**src/rtl/core/spf_pkg.sv**
```systemverilog
// Shared constants for the scanline polygon fill.
// No dependencies.
package spf_pkg;
  localparam int MaxVertices = 16;
  localparam int VertAw      = 4;   // vertex / crossing store address bits
  localparam int CntW        = 5;   // counts up to MaxVertices
  localparam int CoordW      = 16;
  localparam int StepW       = 15;
  localparam int NumW        = 34;  // product magnitude for the divider
  localparam int DenW        = 17;

  localparam logic ActAppend = 1'b0;
  localparam logic ActPull   = 1'b1;

  localparam logic RegGridStep = 1'b0;
  localparam logic RegHeight   = 1'b1;
endpackage

```
**src/rtl/core/scanline_polygon_fill.sv**
```systemverilog
// Even-odd scanline polygon fill, extruded along z, Q8.8 fixed point.
// Depends on spf_pkg and spf_div.
//
// Channel   | Handshake                  | Payload
// ----------+----------------------------+-----------------------------------------
// command   | start & !busy              | action, vertex_x, vertex_y
// result    | result_strobe (one cycle)  | point_x/y/z, point_valid, last_point,
//           |                            | vertex_overflow
// config    | psel&penable&pwrite&pready | paddr, pwdata (grid_step, extrude_height)
//
// An append is taken in S_IDLE. A pull inside a span steps z, else x, in S_ADV.
// Moving to the next pair reads both its crossings (S_LOAD_A to S_LOAD_C).
// Each scanline visits every edge; a crossing takes a multiply, the bit-serial divider,
// and an insertion into the crossing store through its single read port, which moves
// larger stored crossings up one place. A first pull adds a min/max pass over vertex y.
// Reset is synchronous; no clearing pass, stores are tracked by counts.
// The receiver cannot stall: each result is shown for one cycle with result_strobe.
module scanline_polygon_fill (
  input  logic                clk,
  input  logic                rst,
  // command transaction
  input  logic                start,
  output logic                busy,
  input  logic                action,
  input  logic signed [15:0]  vertex_x,
  input  logic signed [15:0]  vertex_y,
  // result transaction
  output logic                result_strobe,
  output logic signed [15:0]  point_x,
  output logic signed [15:0]  point_y,
  output logic [14:0]         point_z,
  output logic                point_valid,
  output logic                last_point,
  output logic                vertex_overflow,
  // configuration
  input  logic                psel,
  input  logic                penable,
  input  logic                pwrite,
  input  logic [2:0]          paddr,
  input  logic [31:0]         pwdata,
  output logic [31:0]         prdata,
  output logic                pready
);
  typedef enum logic [4:0] {
    S_IDLE, S_MM, S_SEEK, S_ED_RD1, S_ED_RD2, S_ED_CHK, S_MUL, S_DIV_GO, S_DIV_WAIT,
    S_INS_RD, S_INS_CMP, S_ED_NEXT, S_SEEK_END, S_LOAD_A, S_LOAD_B, S_LOAD_C, S_ADV
  } state_t;

  state_t state;

  // configuration registers
  logic [14:0] grid_step;
  logic [14:0] extrude_height;
  logic [14:0] st;
  assign st = (grid_step == '0) ? 15'd1 : grid_step;
  assign pready = 1'b1;
  always_comb begin
    unique case (paddr[2])
      spf_pkg::RegGridStep: prdata = {17'd0, grid_step};
      spf_pkg::RegHeight:   prdata = {17'd0, extrude_height};
      default:              prdata = '0;
    endcase
  end

  // vertex store: synchronous memories, one read port each
  logic signed [15:0] vx_mem [spf_pkg::MaxVertices];
  logic signed [15:0] vy_mem [spf_pkg::MaxVertices];
  logic [spf_pkg::VertAw-1:0] v_raddr;
  logic signed [15:0] vx_rd, vy_rd;

  // crossing store
  logic signed [15:0] cs_mem [spf_pkg::MaxVertices];
  logic [spf_pkg::VertAw-1:0] cs_raddr, cs_waddr;
  logic               cs_we;
  logic signed [15:0] cs_wdata, cs_rd;

  // polygon and cursor state
  logic [spf_pkg::CntW-1:0] vcount, ccount, pair, eidx, mmi, kidx;
  logic               dropped, active, first;
  logic signed [17:0] scan_y, scan_x, seek_y;
  logic [16:0]        scan_z;
  logic signed [15:0] top_y, lo_y, hi_x, x1, y1, x2, y2, cx;
  logic signed [34:0] prod;
  logic signed [16:0] den_s;

  // divider
  logic               div_start;
  logic               div_done;
  logic [spf_pkg::NumW-1:0] quo;
  logic [spf_pkg::NumW-1:0] num_mag;
  logic [spf_pkg::DenW-1:0] den_mag;
  logic [34:0]        prod_abs;
  logic [16:0]        den_abs;

  assign prod_abs = prod[34] ? 35'(-prod) : 35'(prod);
  assign den_abs  = den_s[16] ? 17'(-den_s) : 17'(den_s);
  assign num_mag  = prod_abs[spf_pkg::NumW-1:0];
  assign den_mag  = den_abs;
  assign div_start = (state == S_DIV_GO);

  spf_div u_div (
    .clk   (clk),
    .rst   (rst),
    .start (div_start),
    .num   (num_mag),
    .den   (den_mag),
    .done  (div_done),
    .quo   (quo)
  );

  // signed quotient, truncated toward zero, then the crossing x
  logic signed [17:0] q_s;
  logic signed [17:0] cx_full;
  assign q_s     = (prod[34] ^ den_s[16]) ? -$signed({1'b0, quo[16:0]})
                                          :  $signed({1'b0, quo[16:0]});
  assign cx_full = 18'(x1) + q_s;

  // next edge end index wraps to vertex 0
  logic [spf_pkg::CntW-1:0] eidx_nx;
  assign eidx_nx = (eidx + 5'd1 == vcount) ? '0 : eidx + 5'd1;

  // straddle test on the current scanline
  logic straddle;
  assign straddle = ((18'(y1) < seek_y) && (18'(y2) >= seek_y)) ||
                    ((18'(y2) < seek_y) && (18'(y1) >= seek_y));

  // cursor advance arithmetic
  logic [16:0]        z_nx;
  logic signed [17:0] x_nx;
  logic [spf_pkg::CntW-1:0] pair_nx;
  assign z_nx    = scan_z + 17'(st);
  assign x_nx    = scan_x + 18'($signed({1'b0, st}));
  assign pair_nx = pair + 5'd2;

  logic accept;
  assign accept = start && !busy;
  assign busy   = (state != S_IDLE);

  // memory read address selection
  always_comb begin
    v_raddr  = eidx[spf_pkg::VertAw-1:0];
    cs_raddr = pair[spf_pkg::VertAw-1:0];
    unique case (state)
      S_MM:     v_raddr  = mmi[spf_pkg::VertAw-1:0];
      S_ED_RD2: v_raddr  = eidx_nx[spf_pkg::VertAw-1:0];
      S_INS_RD: cs_raddr = 4'(kidx - 5'd1);
      S_LOAD_B: cs_raddr = 4'(pair + 5'd1);
      default: ;
    endcase
  end

  always_ff @(posedge clk) begin
    vx_rd <= vx_mem[v_raddr];
    vy_rd <= vy_mem[v_raddr];
    if (accept && action == spf_pkg::ActAppend && !active &&
        vcount < 5'(spf_pkg::MaxVertices)) begin
      vx_mem[vcount[spf_pkg::VertAw-1:0]] <= vertex_x;
      vy_mem[vcount[spf_pkg::VertAw-1:0]] <= vertex_y;
    end
  end

  always_ff @(posedge clk) begin
    cs_rd <= cs_mem[cs_raddr];
    if (cs_we) cs_mem[cs_waddr] <= cs_wdata;
  end

  always_comb begin
    cs_we    = 1'b0;
    cs_waddr = kidx[spf_pkg::VertAw-1:0];
    cs_wdata = cx;
    if (state == S_INS_RD && kidx == '0) begin
      cs_we = 1'b1;
    end else if (state == S_INS_CMP) begin
      cs_we = 1'b1;
      if (cs_rd > cx) cs_wdata = cs_rd;
    end
  end

  always_ff @(posedge clk) begin
    if (rst) begin
      state          <= S_IDLE;
      grid_step      <= 15'd3;
      extrude_height <= 15'd128;
      vcount         <= '0;
      dropped        <= 1'b0;
      active         <= 1'b0;
      ccount         <= '0;
      result_strobe  <= 1'b0;
      first          <= 1'b0;
    end else begin
      result_strobe <= 1'b0;
      if (psel && penable && pwrite && pready) begin
        unique case (paddr[2])
          spf_pkg::RegGridStep: grid_step      <= pwdata[14:0];
          spf_pkg::RegHeight:   extrude_height <= pwdata[14:0];
          default: ;
        endcase
      end

      unique case (state)
        S_IDLE: begin
          if (accept) begin
            if (action == spf_pkg::ActAppend) begin
              if (!active) begin
                if (vcount < 5'(spf_pkg::MaxVertices)) vcount <= vcount + 5'd1;
                else dropped <= 1'b1;
              end
            end else if (active) begin
              point_x         <= scan_x[15:0];
              point_y         <= scan_y[15:0];
              point_z         <= scan_z[14:0];
              point_valid     <= 1'b1;
              vertex_overflow <= dropped;
              state           <= S_ADV;
            end else if (vcount < 5'd3) begin
              point_x         <= '0;
              point_y         <= '0;
              point_z         <= '0;
              point_valid     <= 1'b0;
              last_point      <= 1'b1;
              vertex_overflow <= dropped;
              result_strobe   <= 1'b1;
              vcount          <= '0;
              dropped         <= 1'b0;
            end else begin
              mmi   <= '0;
              first <= 1'b1;
              state <= S_MM;
            end
          end
        end

        S_MM: begin
          // data of entry mmi-1 arrives while entry mmi is read
          if (mmi == 5'd1) begin
            lo_y  <= vy_rd;
            top_y <= vy_rd;
          end else if (mmi != '0) begin
            if (vy_rd < lo_y)  lo_y  <= vy_rd;
            if (vy_rd > top_y) top_y <= vy_rd;
          end
          mmi <= mmi + 5'd1;
          if (mmi == vcount) begin
            seek_y <= 18'((mmi == 5'd1 || vy_rd < lo_y) ? vy_rd : lo_y);
            state  <= S_SEEK;
          end
        end

        S_SEEK: begin
          if (seek_y <= 18'(top_y)) begin
            ccount <= '0;
            eidx   <= '0;
            state  <= S_ED_RD1;
          end else begin
            // no scanline with a pair left: polygon done
            if (first) begin
              point_x     <= '0;
              point_y     <= '0;
              point_z     <= '0;
              point_valid <= 1'b0;
            end
            last_point      <= 1'b1;
            vertex_overflow <= dropped;
            result_strobe   <= 1'b1;
            vcount          <= '0;
            dropped         <= 1'b0;
            active          <= 1'b0;
            ccount          <= '0;
            state           <= S_IDLE;
          end
        end

        S_ED_RD1: state <= S_ED_RD2;

        S_ED_RD2: begin
          x1    <= vx_rd;
          y1    <= vy_rd;
          state <= S_ED_CHK;
        end

        S_ED_CHK: begin
          x2    <= vx_rd;
          y2    <= vy_rd;
          state <= S_MUL;
        end

        S_MUL: begin
          if (straddle) begin
            prod  <= 35'((seek_y - 18'(y1)) * 18'(17'(x2) - 17'(x1)));
            den_s <= 17'(y2) - 17'(y1);
            state <= S_DIV_GO;
          end else begin
            state <= S_ED_NEXT;
          end
        end

        S_DIV_GO: state <= S_DIV_WAIT;

        S_DIV_WAIT: begin
          if (div_done) begin
            cx    <= cx_full[15:0];
            kidx  <= ccount;
            state <= S_INS_RD;
          end
        end

        S_INS_RD: begin
          if (kidx == '0) begin
            ccount <= ccount + 5'd1;
            state  <= S_ED_NEXT;
          end else begin
            state <= S_INS_CMP;
          end
        end

        S_INS_CMP: begin
          if (cs_rd > cx) begin
            kidx  <= kidx - 5'd1;
            state <= S_INS_RD;
          end else begin
            ccount <= ccount + 5'd1;
            state  <= S_ED_NEXT;
          end
        end

        S_ED_NEXT: begin
          eidx  <= eidx + 5'd1;
          state <= (eidx + 5'd1 == vcount) ? S_SEEK_END : S_ED_RD1;
        end

        S_SEEK_END: begin
          if (ccount >= 5'd2) begin
            pair   <= '0;
            scan_y <= seek_y;
            scan_z <= '0;
            state  <= S_LOAD_A;
          end else begin
            seek_y <= seek_y + 18'($signed({1'b0, st}));
            state  <= S_SEEK;
          end
        end

        S_LOAD_A: state <= S_LOAD_B;

        S_LOAD_B: begin
          scan_x <= 18'(cs_rd);
          state  <= S_LOAD_C;
        end

        S_LOAD_C: begin
          hi_x <= cs_rd;
          if (first) begin
            // first point of the polygon goes out, then the cursor moves on
            first           <= 1'b0;
            active          <= 1'b1;
            point_x         <= scan_x[15:0];
            point_y         <= scan_y[15:0];
            point_z         <= scan_z[14:0];
            point_valid     <= 1'b1;
            vertex_overflow <= dropped;
            state           <= S_ADV;
          end else begin
            last_point    <= 1'b0;
            result_strobe <= 1'b1;
            state         <= S_IDLE;
          end
        end

        S_ADV: begin
          if (z_nx <= 17'(extrude_height)) begin
            scan_z        <= z_nx;
            last_point    <= 1'b0;
            result_strobe <= 1'b1;
            state         <= S_IDLE;
          end else begin
            scan_z <= '0;
            if (x_nx <= 18'(hi_x)) begin
              scan_x        <= x_nx;
              last_point    <= 1'b0;
              result_strobe <= 1'b1;
              state         <= S_IDLE;
            end else if (pair_nx + 5'd1 < ccount) begin
              pair  <= pair_nx;
              state <= S_LOAD_A;
            end else begin
              seek_y <= scan_y + 18'($signed({1'b0, st}));
              state  <= S_SEEK;
            end
          end
        end

        default: state <= S_IDLE;
      endcase
    end
  end
endmodule

```
**src/rtl/core/spf_div.sv**
```systemverilog
// Restoring unsigned divider, one quotient bit per cycle.
// Depends on spf_pkg.
module spf_div (
  input  logic                         clk,
  input  logic                         rst,
  input  logic                         start,
  input  logic [spf_pkg::NumW-1:0]     num,
  input  logic [spf_pkg::DenW-1:0]     den,
  output logic                         done,
  output logic [spf_pkg::NumW-1:0]     quo
);
  logic [spf_pkg::NumW-1:0] nsh;
  logic [spf_pkg::DenW-1:0] rem;
  logic [spf_pkg::DenW-1:0] dv;
  logic [5:0]               cnt;
  logic                     run;
  logic [spf_pkg::DenW-1:0] shifted;

  assign shifted = {rem[spf_pkg::DenW-2:0], nsh[spf_pkg::NumW-1]};

  always_ff @(posedge clk) begin
    if (rst) begin
      run  <= 1'b0;
      done <= 1'b0;
      cnt  <= '0;
    end else begin
      done <= 1'b0;
      if (start) begin
        run <= 1'b1;
        cnt <= 6'(spf_pkg::NumW);
        nsh <= num;
        dv  <= den;
        rem <= '0;
        quo <= '0;
      end else if (run) begin
        nsh <= {nsh[spf_pkg::NumW-2:0], 1'b0};
        if (shifted >= dv) begin
          rem <= shifted - dv;
          quo <= {quo[spf_pkg::NumW-2:0], 1'b1};
        end else begin
          rem <= shifted;
          quo <= {quo[spf_pkg::NumW-2:0], 1'b0};
        end
        cnt <= cnt - 6'd1;
        if (cnt == 6'd1) begin
          run  <= 1'b0;
          done <= 1'b1;
        end
      end
    end
  end
endmodule

```
**config.mk**
```make
export PLATFORM = sky130hd
export DESIGN_NAME = scanline_polygon_fill
export DESIGN_NICKNAME = d
export VERILOG_FILES = /design/src/rtl/core/spf_pkg.sv /design/src/rtl/core/scanline_polygon_fill.sv /design/src/rtl/core/spf_div.sv
export SDC_FILE = /design/constraint.sdc
export NUM_CORES = 2
export LEC_CHECK = 0
export ABC_AREA = 1
export BUFFER_PORTS_ARGS = -buffer_cell sky130_fd_sc_hd__buf_2
export CAP_MARGIN = 25
export CORE_UTILIZATION = 30
export CTS_CLUSTER_SIZE = 16
export DETAILED_ROUTE_END_ITERATION = 6
export GPL_ROUTABILITY_DRIVEN = 0
export GPL_TIMING_DRIVEN = 0
export SYNTH_ARGS = -nofsm -noshare
export SYNTH_HDL_FRONTEND = slang
export SYNTH_SLANG_ARGS = --single-unit
```
**constraint.sdc**
```tcl
create_clock -name clk -period 9.66 [get_ports clk]
set_input_delay 0.966 -clock clk [delete_from_list [all_inputs] [get_ports clk]]
set_output_delay 0.966 -clock clk [all_outputs]
set_load 0.005 [all_outputs]
```
==> results.py <==
metrics = {
    "drt": {
        "drtPass1Iterations": 7,
        "antenna_left": 0,
        "drc_errors": 0,
        "wirelength_um": 207000,
        "first_iter_violations": 5729,
        "vias_per_cell": 4.92,
        "vias": 53900,
        "post_drt_wl_per_cell_um": 18.9,
    },
    "setup_path": {
        "critPathMaxFanout": 10,
        "crit_type": "reg2reg",
        "cp.required_ns": 10.21,
        "worstSetupStartpointType": "register",
        "cp.arrival_ns": 9.53,
        "cp-end-kind": "register",
    },
    "grt": {
        "grt_use_total": 0.168,
        "grt_pass1_vias": 53000,
        "overflow": 0,
        "antenna_found_initial": 26,
        "grt_pass1_wl_um": 315000,
        "grt_max_degree": 37,
    },
    "cells_and_area": {
        "seqCellArea_mm2": 0.0373,
        "fin_util": 0.346,
        "most-common-layout-cells": "1454 x nand2_1, 1171 x edfxtp_1, 1007 x inv_1",
        "instances_no_fill": 10900,
        "n_fill_cell": 24100,
        "multi_input_comb_area_mm2": 0.0306,
        "drive_above_1_share": 0.0845,
        "final_cell_area_mm2": 0.0833,
        "areaGrowthSynthToFinish_pct": 14.3,
        "layout.nets": 8396,
        "final_common_cell": "nand2_1",
    },
    "min_path": {
        "hold_class": "in2reg",
    },
    "yosys": {
        "avgSynthCellArea_um2": 9.99,
        "ys_types": 64,
        "synthesis.area_mm2": 0.0729,
        "synth_seq_area_share": 0.511,
        "yosysWarnings": 0,
        "syn-instance-count": 7297,
        "ys_ff_latch": 1276,
    },
    "sta": {
        "period_needed_ns": 8.99,
        "period_share": 0.930,
        "fin_skew_ns": 0.0504,
        "fmax_mhz": 111,
        "slew_viol_final": 0,
        "setup_violations": 0,
        "rsz0062_at_grt": "false",
        "worst_slack_ns": 0.675,
        "worst-slew-pin-transition_ns": 1.13,
        "hold_viol": 0,
        "slew_headroom": 0.249,
    },
    "clocking": {
        "cts.root.buffer_cell": "clkbuf_16",
        "cts_setup_buffers": 0,
        "cts_buffers": 137,
        "clockBufferDepth": 3,
        "clock_sinks": 1276,
        "clock_latency_ns": 0.84,
        "cts_tree": "yes",
        "h-tree-depth": 4,
        "hold_buffers": 0,
        "clkTransAtPathRegs_ns": 0.06,
        "cts_resized": 0,
    },
    "power": {
        "switchingPower_w": 0.00294,
        "vdd_drop_max_v": 0.000137,
        "p_leak_nw": 34.1,
        "cellPowerDensity_mw_per_mm2": 147,
        "internal_power_w": 0.00934,
        "combinationalPowerShare": 0.079,
        "swShare": 0.239,
        "p_seq_frac": 0.495,
        "p_clk_frac": 0.427,
    },
    "floorplan": {
        "dieHeight_um": 495,
        "rows": 180,
        "core-area_mm2": 0.241,
        "die_w_um": 495,
        "io_pins": 159,
        "initial_core_util": 0.302,
        "die_area_mm2": 0.245,
    },
    "placement": {
        "dp_slack_ns": 0.817,
        "dp_hpwl_um": 158000,
        "port-buffer-count": 120,
        "place_inst": 10700,
        "dpl_cell_area_mm2": 0.0788,
    },
    "run_status": {
        "outcome": "finished, final reports clean",
    },
    "job": {
        "cap_violations": 0,
    },
}
## flip-flops by register name (all words and copies together) (netlist names), 17 cells and up
| name | flops |
|---|---|
| vx_mem | 256 |
| vy_mem | 256 |
| prod | 35 |
| den_s | 17 |
| u_div.nsh | 34 |
| scan_z | 17 |
| scan_y | 18 |
| seek_y | 18 |
| u_div.dv | 17 |
| cs_mem | 256 |
| scan_x | 18 |
## synthesized netlist by cell type (all sizes together)
cell type | number | area share
o21ba | 1 | 0.00014
dfxtp | 105 | 0.029
and2 | 1 | 0.000086
and3 | 1 | 0.000086
nor2 | 626 | 0.033
xor2 | 118 | 0.014
nor3b | 4 | 0.00041
o21ai | 432 | 0.030
inv | 1024 | 0.053
nand3 | 543 | 0.038
o41ai | 2 | 0.00024
o211ai | 84 | 0.0094
a31o | 2 | 0.00024
a22oi | 2 | 0.00027
o221a | 1 | 0.00015
nand3b | 75 | 0.0077
nand4 | 30 | 0.0027
o311ai | 1 | 0.00012
buf | 157 | 0.013
o2111ai | 6 | 0.00072
a41oi | 2 | 0.00024
o22ai | 26 | 0.0022
a21oi | 288 | 0.020
a211oi | 7 | 0.00079
o221ai | 41 | 0.0049
nor4 | 19 | 0.0016
o21a | 13 | 0.0013
o31a | 1 | 0.00012
nand2 | 1455 | 0.075
clkinv | 11 | 0.00057
fa | 328 | 0.090
ha | 355 | 0.061
edfxtp | 1171 | 0.48
clkbuf | 140 | 0.0072
or2 | 30 | 0.0026
a31oi | 17 | 0.0015
conb | 2 | 0.00010
a21boi | 6 | 0.00062
a221oi | 1 | 0.00012
o21bai | 15 | 0.0015
nor3 | 61 | 0.0043
o31ai | 4 | 0.00041
or3 | 1 | 0.000086
xnor2 | 73 | 0.0088
a21o | 15 | 0.0015
## stage by stage
| stage | total power (W) | setup TNS [ns] | hold WS, ns |
|---|---|---|---|
| 3_5_place_dp | 0.00714 | 0 | 0.417 |
| 4_1_cts | 0.0124 | 0 | 0.337 |
| 3_3_place_gp | 0.00712 | -49.71 | 0.413 |
| 2_1_floorplan | 0.00681 | 0 | 0.404 |
| 6_report | 0.0123 | 0 | 0.403 |
| 5_1_grt | 0.0127 | 0 | 0.371 |
## power groups by stage
stage                     Combinational [W]  Clock [W]  Sequential (W)
after floorplan                    0.000630          0         0.00618
after global placement             0.000932          0         0.00619
after detailed placement           0.000954          0         0.00619
after CTS                          0.000961    0.00532         0.00607
after global routing                0.00109    0.00552         0.00607
final                              0.000966    0.00524         0.00607
## worst paths after layout
kind	start	end	slack (ns)	depth (start not counted)
max	x1[0]$_DFFE_PP_	prod[31]$_DFFE_PP_	0.67	27
min	pwdata[1]	grid_step[1]$_SDFFE_PP1P_	0.40	3
max reg2reg	x1[0]$_DFFE_PP_	prod[31]$_DFFE_PP_	0.67	27
min reg2reg	vx_rd[6]$_DFF_P_	x2[6]$_DFFE_PP_	0.42	0
## kinds of logic after synthesis
| kind of cell | after synthesis | synth area share |
|---|---|---|
| buffers and inverters | 1332 | 0.0730 |
| adders and majority gates | 683 | 0.151 |
| xor gates and xnor gates | 191 | 0.0231 |
| other | 2 | 0.000103 |
| AOI/OAI and AO/OA | 967 | 0.0762 |
| DFF | 1276 | 0.511 |
| and+or+nand+nor | 2846 | 0.165 |
## metal layers
metal	global-route usage	up-vias	routed length, µm
li1	-	25100	-
met1	0.232	26100	90500
met2	0.264	2322	92100
met3	0.0351	384	18600
met4	0.0512	22	5800
met5	0	-	135
## layout make-up
cell class                 instances  area share
sequential                      1276       0.447
multi-input combinational       4707       0.367
tap                             3185      0.0478
inverter                        1035      0.0466
clock buffer                     174      0.0438
timing repair buffer             185      0.0198
buffer                           297      0.0173
clock inverter                    75     0.00972
antenna                            9    0.000270
## critical path: stages (launching register included)
cell,delay (ns)
edfxtp_1,0.42
ha_1,0.25
fa_1,0.40
o21a_1,0.24
o21ai_1,0.32
a21oi_1,0.13
xor2_1,0.82
clkbuf_1,0.61
nand2_1,0.17
fa_1,0.54
inv_1,0.06
fa_1,0.58
fa_1,0.46
fa_1,0.47
fa_1,0.50
inv_1,0.05
fa_1,0.57
inv_1,0.07
ha_1,0.34
a21oi_1,0.23
o21ai_0,0.13
a21oi_1,0.18
nand3_1,0.19
a21o_1,0.22
a21boi_0,0.45
o21ai_0,0.15
nand2_1,0.08
nand2_1,0.08
(Power assumes the default switching activity.)
